--- src/design/sha256_pkg.sv ---
package sha256_pkg;

    typedef struct packed {
        logic [7:0] data_byte;
        logic       has_byte;
        logic       end_of_message;
    } t_in_word;

    typedef struct packed {
        logic [31:0] digest_word;
        logic [2:0]  word_index;
        logic        last_word;
    } t_out_word;

    typedef logic [31:0] t_word;

    localparam t_word K_ROUND [64] = '{
        32'h428A2F98, 32'h71374491, 32'hB5C0FBCF, 32'hE9B5DBA5,
        32'h3956C25B, 32'h59F111F1, 32'h923F82A4, 32'hAB1C5ED5,
        32'hD807AA98, 32'h12835B01, 32'h243185BE, 32'h550C7DC3,
        32'h72BE5D74, 32'h80DEB1FE, 32'h9BDC06A7, 32'hC19BF174,
        32'hE49B69C1, 32'hEFBE4786, 32'h0FC19DC6, 32'h240CA1CC,
        32'h2DE92C6F, 32'h4A7484AA, 32'h5CB0A9DC, 32'h76F988DA,
        32'h983E5152, 32'hA831C66D, 32'hB00327C8, 32'hBF597FC7,
        32'hC6E00BF3, 32'hD5A79147, 32'h06CA6351, 32'h14292967,
        32'h27B70A85, 32'h2E1B2138, 32'h4D2C6DFC, 32'h53380D13,
        32'h650A7354, 32'h766A0ABB, 32'h81C2C92E, 32'h92722C85,
        32'hA2BFE8A1, 32'hA81A664B, 32'hC24B8B70, 32'hC76C51A3,
        32'hD192E819, 32'hD6990624, 32'hF40E3585, 32'h106AA070,
        32'h19A4C116, 32'h1E376C08, 32'h2748774C, 32'h34B0BCB5,
        32'h391C0CB3, 32'h4ED8AA4A, 32'h5B9CCA4F, 32'h682E6FF3,
        32'h748F82EE, 32'h78A5636F, 32'h84C87814, 32'h8CC70208,
        32'h90BEFFFA, 32'hA4506CEB, 32'hBEF9A3F7, 32'hC67178F2
    };

    localparam t_word H_INIT [8] = '{
        32'h6A09E667, 32'hBB67AE85, 32'h3C6EF372, 32'hA54FF53A,
        32'h510E527F, 32'h9B05688C, 32'h1F83D9AB, 32'h5BE0CD19
    };

    // Control from the sequencer to the round unit.
    typedef struct packed {
        logic       load;   // copy chain words into working words
        logic       round;  // run one round
        logic [5:0] rnd;    // round number
        logic       fold;   // add working words into chain words
        logic       init;   // restore initial chain words
    } t_round_ctl;

endpackage

--- src/design/sha256_round.sv ---
module sha256_round (
    input  logic                   i_clk,
    input  logic                   i_rst_n,
    input  sha256_pkg::t_round_ctl i_ctl,
    input  sha256_pkg::t_word      i_blk_word,
    input  logic [2:0]             i_rd_idx,
    output sha256_pkg::t_word      o_chain_word
);
    sha256_pkg::t_word r_h [8];
    sha256_pkg::t_word r_v [8];
    sha256_pkg::t_word r_w [16];

    sha256_pkg::t_word w, w15, w2, s0, s1, a, e, t1, t2;
    logic [3:0] ri;

    function automatic sha256_pkg::t_word ror(input sha256_pkg::t_word x, input int n);
        return (x >> n) | (x << (32 - n));
    endfunction

    always_comb begin
        ri  = i_ctl.rnd[3:0];
        w15 = r_w[ri + 4'd1];
        w2  = r_w[ri + 4'd14];
        s0  = ror(w15, 7) ^ ror(w15, 18) ^ (w15 >> 3);
        s1  = ror(w2, 17) ^ ror(w2, 19) ^ (w2 >> 10);
        if (i_ctl.rnd < 6'd16) begin
            w = i_blk_word;
        end else begin
            w = r_w[ri] + s0 + r_w[ri + 4'd9] + s1;
        end
        a  = r_v[0];
        e  = r_v[4];
        t1 = r_v[7] + (ror(e, 6) ^ ror(e, 11) ^ ror(e, 25))
           + ((e & r_v[5]) ^ (~e & r_v[6])) + sha256_pkg::K_ROUND[i_ctl.rnd] + w;
        t2 = (ror(a, 2) ^ ror(a, 13) ^ ror(a, 22))
           + ((a & r_v[1]) ^ (a & r_v[2]) ^ (r_v[1] & r_v[2]));
    end

    always_ff @(posedge i_clk) begin
        if (!i_rst_n || i_ctl.init) begin
            for (int i = 0; i < 8; i++) r_h[i] <= sha256_pkg::H_INIT[i];
        end else if (i_ctl.fold) begin
            for (int i = 0; i < 8; i++) r_h[i] <= r_h[i] + r_v[i];
        end
        if (!i_rst_n) begin
            for (int i = 0; i < 8; i++) r_v[i] <= '0;
        end else if (i_ctl.load) begin
            for (int i = 0; i < 8; i++) r_v[i] <= r_h[i];
        end else if (i_ctl.round) begin
            r_v[7] <= r_v[6];
            r_v[6] <= r_v[5];
            r_v[5] <= r_v[4];
            r_v[4] <= r_v[3] + t1;
            r_v[3] <= r_v[2];
            r_v[2] <= r_v[1];
            r_v[1] <= r_v[0];
            r_v[0] <= t1 + t2;
        end
        if (i_ctl.round) r_w[ri] <= w;
    end

    assign o_chain_word = r_h[i_rd_idx];
endmodule

--- src/design/sha256_byte_stream_hasher_core.sv ---
// SHA-256 hasher for a message delivered as a stream of bytes.
// Input channel (i_in_valid/o_in_ready, payload i_in_data): each word carries
// an optional message byte and an end-of-message flag. A word with neither
// changes nothing. Output channel (o_out_valid/i_out_ready, payload
// o_out_data): after an end-of-message word the block emits eight words,
// h0 first, with last_word set on h7, then restarts from the initial hash.
// Byte words are taken back to back, except the 64th byte of a block, which
// starts a compression (load, 64 rounds on the one shared round unit, fold)
// during which the input is not ready. An end-of-message word is followed by
// a padding step that writes the padding into the buffer and then a
// compression, after which the first digest word is offered. When fewer
// than nine bytes of room are left in the block, a second block holding only
// zeros and the bit length adds another padding step and compression, and a
// byte in the end word that completes a block adds one more compression
// before the padding. The digest words then leave one per cycle; while the
// receiver stalls the current word stays on the output unchanged, and the
// block takes no input until all eight words are gone.
// Reset (synchronous, active low) restores the initial hash values and
// clears the byte count; the buffer contents need no reset.
module sha256_byte_stream_hasher_core (
    input  logic                  i_clk,
    input  logic                  i_rst_n,
    input  logic                  i_in_valid,
    output logic                  o_in_ready,
    input  sha256_pkg::t_in_word  i_in_data,
    output logic                  o_out_valid,
    input  logic                  i_out_ready,
    output sha256_pkg::t_out_word o_out_data
);
    typedef enum logic [2:0] {
        S_IDLE, S_LOAD, S_ROUND, S_FOLD, S_PAD, S_OUT
    } t_state;

    t_state            r_state;
    logic [60:0]       r_count;
    sha256_pkg::t_word r_buf [16];  // block buffer, four bytes per entry, big-endian
    logic [5:0]        r_rnd;
    logic              r_pad;    // padding step pending after this compression
    logic              r_two;    // a block of zeros and the bit length follows
    logic              r_final;  // this compression is the last of the message
    logic [2:0]        r_oidx;

    sha256_pkg::t_round_ctl ctl;
    sha256_pkg::t_word      chain_word;
    sha256_pkg::t_word      blk_word;

    logic [5:0]        pos;
    logic              take;
    logic              two;
    logic [63:0]       bits;
    sha256_pkg::t_word n_byte_word;
    sha256_pkg::t_word n_pad_buf [16];

    assign pos  = r_count[5:0];
    assign take = i_in_valid && o_in_ready;
    assign o_in_ready = (r_state == S_IDLE);

    // The length needs the last eight bytes, so the 0x80 marker must land
    // before byte 56 for everything to fit in one block.
    assign two  = (pos > 6'd55);
    assign bits = {r_count, 3'b000};

    assign blk_word = r_buf[r_rnd[3:0]];

    // Merge the incoming byte into its entry of the buffer.
    always_comb begin
        n_byte_word = r_buf[pos[5:2]];
        unique case (pos[1:0])
            2'd0: n_byte_word[31:24] = i_in_data.data_byte;
            2'd1: n_byte_word[23:16] = i_in_data.data_byte;
            2'd2: n_byte_word[15:8]  = i_in_data.data_byte;
            2'd3: n_byte_word[7:0]   = i_in_data.data_byte;
        endcase
    end

    // First padding block: bytes before the fill level stay, the marker goes
    // at the fill level, zeros follow, and the length ends it when it fits.
    always_comb begin
        for (int w = 0; w < 16; w++) begin
            n_pad_buf[w] = r_buf[w];
            for (int l = 0; l < 4; l++) begin
                if (6'(4 * w + l) == pos) begin
                    n_pad_buf[w][31 - 8 * l -: 8] = 8'h80;
                end else if (6'(4 * w + l) > pos) begin
                    n_pad_buf[w][31 - 8 * l -: 8] = 8'h00;
                end
            end
        end
        if (!two) begin
            n_pad_buf[14] = bits[63:32];
            n_pad_buf[15] = bits[31:0];
        end
    end

    always_comb begin
        ctl.load  = (r_state == S_LOAD);
        ctl.round = (r_state == S_ROUND);
        ctl.rnd   = r_rnd;
        ctl.fold  = (r_state == S_FOLD);
        ctl.init  = (r_state == S_OUT) && i_out_ready && (r_oidx == 3'd7);
    end

    sha256_round u_round (
        .i_clk       (i_clk),
        .i_rst_n     (i_rst_n),
        .i_ctl       (ctl),
        .i_blk_word  (blk_word),
        .i_rd_idx    (r_oidx),
        .o_chain_word(chain_word)
    );

    assign o_out_valid = (r_state == S_OUT);
    assign o_out_data  = '{digest_word: chain_word, word_index: r_oidx,
                           last_word: (r_oidx == 3'd7)};

    always_ff @(posedge i_clk) begin
        if (!i_rst_n) begin
            r_state <= S_IDLE;
            r_count <= '0;
            r_rnd   <= '0;
            r_pad   <= 1'b0;
            r_two   <= 1'b0;
            r_final <= 1'b0;
            r_oidx  <= '0;
        end else begin
            unique case (r_state)
                S_IDLE: begin
                    if (take) begin
                        if (i_in_data.has_byte) begin
                            r_buf[pos[5:2]] <= n_byte_word;
                            r_count         <= r_count + 61'd1;
                        end
                        if (i_in_data.has_byte && pos == 6'd63) begin
                            // The block is full; padding, if any, comes after it.
                            r_pad   <= i_in_data.end_of_message;
                            r_state <= S_LOAD;
                        end else if (i_in_data.end_of_message) begin
                            r_state <= S_PAD;
                        end
                    end
                end
                S_LOAD: begin
                    r_rnd   <= '0;
                    r_state <= S_ROUND;
                end
                S_ROUND: begin
                    r_rnd <= r_rnd + 6'd1;
                    if (r_rnd == 6'd63) r_state <= S_FOLD;
                end
                S_FOLD: begin
                    if (r_final) begin
                        r_oidx  <= '0;
                        r_state <= S_OUT;
                    end else if (r_pad || r_two) begin
                        r_state <= S_PAD;
                    end else begin
                        r_state <= S_IDLE;
                    end
                end
                S_PAD: begin
                    if (r_two) begin
                        // Block with only zeros and the bit length.
                        for (int w = 0; w < 14; w++) r_buf[w] <= '0;
                        r_buf[14] <= bits[63:32];
                        r_buf[15] <= bits[31:0];
                        r_two     <= 1'b0;
                        r_final   <= 1'b1;
                    end else begin
                        for (int w = 0; w < 16; w++) r_buf[w] <= n_pad_buf[w];
                        r_two   <= two;
                        r_final <= !two;
                        r_pad   <= 1'b0;
                    end
                    r_state <= S_LOAD;
                end
                S_OUT: begin
                    if (i_out_ready) begin
                        r_oidx <= r_oidx + 3'd1;
                        if (r_oidx == 3'd7) begin
                            r_state <= S_IDLE;
                            r_count <= '0;
                            r_final <= 1'b0;
                        end
                    end
                end
                default: r_state <= S_IDLE;
            endcase
        end
    end
endmodule

--- config.mk ---
export PLATFORM = sky130hd
export DESIGN_NAME = sha256_byte_stream_hasher_core
export DESIGN_NICKNAME = d
export VERILOG_FILES = /design/src/design/sha256_pkg.sv /design/src/design/sha256_round.sv /design/src/design/sha256_byte_stream_hasher_core.sv
export SDC_FILE = /design/constraint.sdc
export NUM_CORES = 2
export LEC_CHECK = 0
export BUFFER_PORTS_ARGS = -buffer_cell sky130_fd_sc_hd__buf_2
export CORE_ASPECT_RATIO = 1.4
export CORE_MARGIN = 3
export CORE_UTILIZATION = 70
export CTS_BUF_LIST = sky130_fd_sc_hd__clkbuf_8
export DETAILED_ROUTE_END_ITERATION = 7
export PLACE_DENSITY = 0.95
export SLEW_MARGIN = 5
export SYNTH_ARGS = -nofsm -noshare
export SYNTH_HDL_FRONTEND = slang
export SYNTH_SLANG_ARGS = --single-unit
--- constraint.sdc ---
create_clock -name i_clk -period 35.9 [get_ports i_clk]
set_input_delay 7.18 -clock i_clk [delete_from_list [all_inputs] [get_ports i_clk]]
set_output_delay 7.18 -clock i_clk [all_outputs]
set_load 0.005 [all_outputs]
; ---- Yosys cells after proc, flatten, opt, wreduce, memory -nomap -nowiden
; Memories as Yosys holds them, arrays and structs flattened. A register that Yosys moved wholly into a read port is not among the register bits.
; Index checks and enable logic that the tools add are counted.
[totals]
reg_bits = 76
mem_bits_rw = 1536
mem_bits_ro = 2048
inputBits = 14
output_inout_bits = 38
word_cells = 747
n_memories = 5
[op_classes]
add_sub_neg = 24
magnitude_cmp = 67
n_eq_ne = 151
n_mux = 287
bitwise = 116
reduce_logical = 90
[mem_list]
columns = memory, depth, width, rd, rd_ports_with_merged_regs, wr, line
row1 = (name not given), 64, 32, 1, 0, 0, sha256_round.sv:34  ; + ((e & r_v[5]) ^ (~e & r_v[6])) + sha256_pkg::K_ROUND[i_ctl.rnd] + w;
row2 = r_buf, 16, 32, 1, 1, 16, sha256_byte_stream_hasher_core.sv:36  ; sha256_pkg::t_word r_buf [16];
row3 = u_round.r_w, 16, 32, 4, 1, 1, sha256_round.sv:11  ; sha256_pkg::t_word r_w [16];
row4 = u_round.r_h, 8, 32, 9, 1, 8, sha256_round.sv:9  ; sha256_pkg::t_word r_h [8];
row5 = u_round.r_v, 8, 32, 8, 0, 8, sha256_round.sv:10  ; sha256_pkg::t_word r_v [8];
[op_table]
columns = cell, n
row1 = two-way mux 8 bit, 196
row2 = two-way mux 32 bit, 28
row3 = adder 32 bit, 18
row4 = bitwise XOR 32 bit, 9
row5 = two-way mux 61 bit, 4
row6 = "== test 6 bit, first input constant", 32
row7 = "> comparator 6 bit, first input constant", 32
row8 = bitwise AND 32 bit, 5
row9 = AND reduction 2 bit, 68
row10 = one-hot mux 61 bit (2 select lines), 1
row11 = "inequality test 2 bit, second input constant", 58
row12 = "== test 5 x 6 -> 1 bit, first input constant", 16
row13 = "> comparator 5 x 6 -> 1 bit, first input constant", 16
row14 = bitwise OR 1 bit, 88
row15 = two-way mux 64 bit, 1
row16 = "adder 61 x 1 -> 61 bit, second input constant", 1
row17 = "== test 4 x 6 -> 1 bit, first input constant", 8
row18 = "> comparator 4 x 6 -> 1 bit, first input constant", 8
row19 = two-way mux 3 bit, 12
row20 = two-way mux 1 bit, 34
row21 = NOT 32 bit, 1
row22 = bitwise OR 10 x 32 -> 32 bit, 1
row23 = bitwise OR 13 x 32 -> 32 bit, 1
row24 = bitwise OR 14 x 32 -> 32 bit, 1
row25 = other kinds (49), 96

; ---- Logic depth before layout (Yosys ltp)
; An unclocked memory read counts as a cell.
[logic_depth]
ltp_word = 12
depth_mapped = 55
depth_no_buf = 48

; ---- Modules after synthesis
; Synthesis repeated with hierarchy kept, for this count alone.
[hier_totals]
hier_cells = 9523
hier_area_um2 = 104505.2
[by_module_without_submodules]
columns = module, n_inst, cells_each, area_each_um2, seq_area_each_um2
row1 = sha256_round, 1, 6508, 76857.5, 30108.9
row2 = sha256_byte_stream_hasher_core, 1, 3015, 27647.8, 13022.5

; ---- Worst setup path before layout
; Ideal clock, no wire load.
[synth_path]
path_type = input -> register
startpoint = input port i_rst_n
endpoint = memory u_round.r_h[0][0] in the netlist's numbering (enable)
setup_time_ns = 1.976
arrival_ns = 12.496
required_time_ns = 33.924
path_slack_ns = 21.427
path_stages = 7
path_buffers = 4
cell_sequence = clkbuf_1 -> inv_1 -> clkbuf_1 -> a21oi_1 -> clkbuf_1 -> clkbuf_1 -> nand2_1
[synth_rtl]
columns = item, line
row1 = from (decl), sha256_byte_stream_hasher_core.sv:22  ; input logic i_rst_n,
row2 = to (decl), sha256_round.sv:9

==> flow_metrics.py <==
metrics = {
    "status": {
        "status": "finished with violations",
        "violations": "DRC, capacitance limit, slew limit",
    },
    "final_layout": {
        "fillers": 8911,
        "area_delta_synth_final_pct": 6.95,
        "final_nets": 9806,
        "fin_util_pct": 75.7,
        "final_cells": 11300,
        "drive_above_1_share_pct": 15.0,
    },
    "setup_path": {
        "critPathMaxFanout": 56,
        "cp.required_ns": 36.69,
        "crit_type": "flop to flop",
        "slowest_delay_ns": 0.97,
        "regToRegSetupSlack_ns": 22.01,
        "timing.rr.end": "u_round.r_v[0][30]$_SDFFCE_PN0P_",
        "reg2reg_depth": 42,
        "r2r-start": "r_rnd[1]$_SDFFE_PN0N_",
        "startpoint": "r_rnd[1]$_SDFFE_PN0N_",
        "crit_top_cell": "inv_1",
        "worstSetupStartpointType": "flop",
        "slowest_stage": "ha_4",
        "end_kind": "flop",
        "arrival_ns": 14.67,
    },
    "timing": {
        "finalHoldViolations": 0,
        "rsz0062_at_grt": "no",
        "maxSlewHeadroom_pct": -8.35,
        "layout_min_cycle_time_ns": 13.89,
        "slew_violations": 2,
        "worst_pin_slew_ns": 1.60,
        "timing.fmax_ghz": 0.0720,
        "setup-tns-final_ns": 0,
        "skew_ns": 0.0983,
        "fin_crit_sh_pct": 38.7,
        "setup_viol": 0,
    },
    "worst_hold_path": {
        "min_from": "r_buf[13][8]$_SDFFE_PP0P_",
        "whs_endpoint": "r_buf[13][8]$_SDFFE_PP0P_",
        "whs_path_depth": 2,
        "hold_path_class": "flop to flop",
    },
    "floorplanning": {
        "initial_core_util_pct": 70.8,
        "num_io_pins": 52,
        "die_area_um2": 152000,
        "die_h_um": 460,
        "die_w_um": 330,
        "core_area_um2": 145000,
        "placementRows": 165,
    },
    "routing": {
        "routed_wl_um": 378000,
        "vias": 85700,
        "routedWlPerCell_um": 33.4,
        "drtAntennaViolNets": 0,
        "vias_per_cell": 7.56,
        "drt_iter0_markers": 13600,
        "dr.pass1.iters": 8,
        "remaining_drc_errors": 22,
    },
    "global_routing": {
        "grt_antenna_before_repair": 11,
        "grt_max_degree": 148,
        "track_usage_pct": 50.1,
        "grt_pass1_vias": 86300,
        "globalRouteOverflowTotal": 0,
        "grt_pass1_wl_um": 553000,
    },
    "cts": {
        "clock_sinks": 1619,
        "cts_buffers": 238,
        "clock_latency_ns": 1.11,
        "htreeDepth": 4,
        "clk_path_buf_depth": 3,
        "cts-hold-fix-buffers": 0,
        "path_clk_slew_ns": 0.07,
        "cts_tree": "yes",
        "cts_resized": 0,
        "postCtsSetupRepairBufs": 0,
        "cts-root-buf": "clkbuf_8",
    },
    "power": {
        "vdd_ir_drop_max_uv": 61.6,
        "leakage_nw": 39.4,
        "finalPower_mw": 6.01,
        "power.density_nw_per_um2": 54.6,
    },
    "placement": {
        "gp_congestion": 1.10,
        "place.port_buffers": 51,
        "dp_hpwl_um": 263000,
        "dp_cells": 10900,
    },
    "yosys": {
        "synth_common_cells": "nand2_1 (1409), edfxtp_1 (1077), a21oi_1 (742)",
        "yosys_warnings": 0,
        "synth_area_um2": 103000,
        "synth_most_common_cell": "nand2_1",
        "synth-edff-count": 1077,
        "syn-num-nets": 9893,
        "ys_types": 85,
        "synth_cells": 9287,
        "ys_ff_latch": 1619,
        "yosysSeqAreaShare_pct": 42.0,
        "synth_top_area_share_pct": 31.4,
        "postSynthAreaPerCell_um2": 11.1,
        "yosys-top-cells-area": "edfxtp_1 (31%), mux4_2 (16%), dfxtp_1 (11%), nand2_1 (5.1%), ha_1 (4.8%)",
        "synth-main-ff-cell": "edfxtp_1",
        "synth_top_cell_by_area": "edfxtp_1",
        "async_flop_share_pct": 0,
    },
    "run": {
        "max-cap-violations": 1,
    },
}
==> cell families after synthesis <==
group,Yosys count,share of synthesized area (%)
DFF,1619,42.0
AOI/OAI and AO/OA,2029,12.4
buffers and inverters,923,3.42
adders and majority gates,611,8.80
xor gates and xnor gates,603,5.13
and+or+nand+nor,2638,11.0
muxes,864,17.3
==> per-stage QoR <==
stage	setup WS (ns)	hold WS, ns	instance area [um^2]
6_report	22.01	0.453	110000
2_1_floorplan	21.43	0.433	103000
5_1_grt	21.17	0.469	110000
4_1_cts	22.11	0.453	110000
3_5_place_dp	22.14	0.445	105000
3_3_place_gp	22.45	0.437	105000
==> final cells by class <==
type,count,area [um^2],area share [%]
clock inverter,182,1390,1.26
multi-input combinational,6745,56500,51.3
tap,1920,2400,2.18
sequential,1619,43200,39.3
inverter,382,1440,1.30
antenna,14,35.0,0.0318
clock buffer,260,3580,3.25
timing repair buffer,214,1530,1.39
==> routing by layer <==
layer	track usage, %	up-vias	wire length (um)
li1	-	34300	-
met3	17.5	2696	50500
met2	77.7	8181	172000
met5	0.324	-	25
met1	52.4	40600	107000
met4	48.4	4	48600
==> layout by cell type, fill, tap and decap left out, types with 37 or more instances in the layout <==
cell type	count
or3_1	52
a211oi_1	46
buf_4	159
clkbuf_8	260
o21ai_0	389
a31oi_1	46
buf_2	51
xor2_1	235
o21a_1	62
ha_1	393
nand2_1	1404
xnor2_1	367
and3_1	37
fa_1	195
a22o_1	172
nor2b_1	67
mux4_2	729
mux2_2	38
nor2_1	585
a311oi_1	77
edfxtp_1	1077
nand3_1	137
a21o_1	183
dfxtp_1	530
nand2b_1	90
a21oi_1	740
inv_1	458
nor3_1	75
mux2i_1	96
o21ai_1	38
==> sequential cells by signal, indices dropped and copies added (netlist names), named ones only <==
signal       flops
r_rnd            6
r_oidx           3
r_pad            1
r_count         61
u_round.r_v    256
r_final          1
r_state          3
u_round.r_w    512
r_two            1
r_buf          512
u_round.r_h    256
==> how the worst max path moves through the flow <==
stage	endpoint	slack [ns]	depth (start not counted)
after global routing	u_round.r_v[0][30]$_SDFFCE_PN0P_	21.17	41
after detailed placement	u_round.r_v[0][31]$_SDFFCE_PN0P_	22.14	40
after global placement	u_round.r_v[0][31]$_SDFFCE_PN0P_	22.45	40
after floorplan	u_round.r_h[0][0]$_SDFFCE_PN1P_	21.43	7
after CTS	u_round.r_v[0][31]$_SDFFCE_PN0P_	22.11	40
final	u_round.r_v[0][30]$_SDFFCE_PN0P_	22.01	42
==> where the power goes <==
group	switching, mW	internal (mW)
logic	1.42	0.898
registers	0.0578	2.04
clock network	0.787	0.803
==> worst max-delay path, delay by kind of cell, from the launching register on <==
family	cells	cell delay [ns]
xor+xnor	3	0.71
buf+inv	8	2.14
fa+ha+maj	8	3.83
compound gates	14	3.31
simple gates	7	1.72
flops	1	0.66
mux	2	1.06
(Power assumes the default switching activity.)
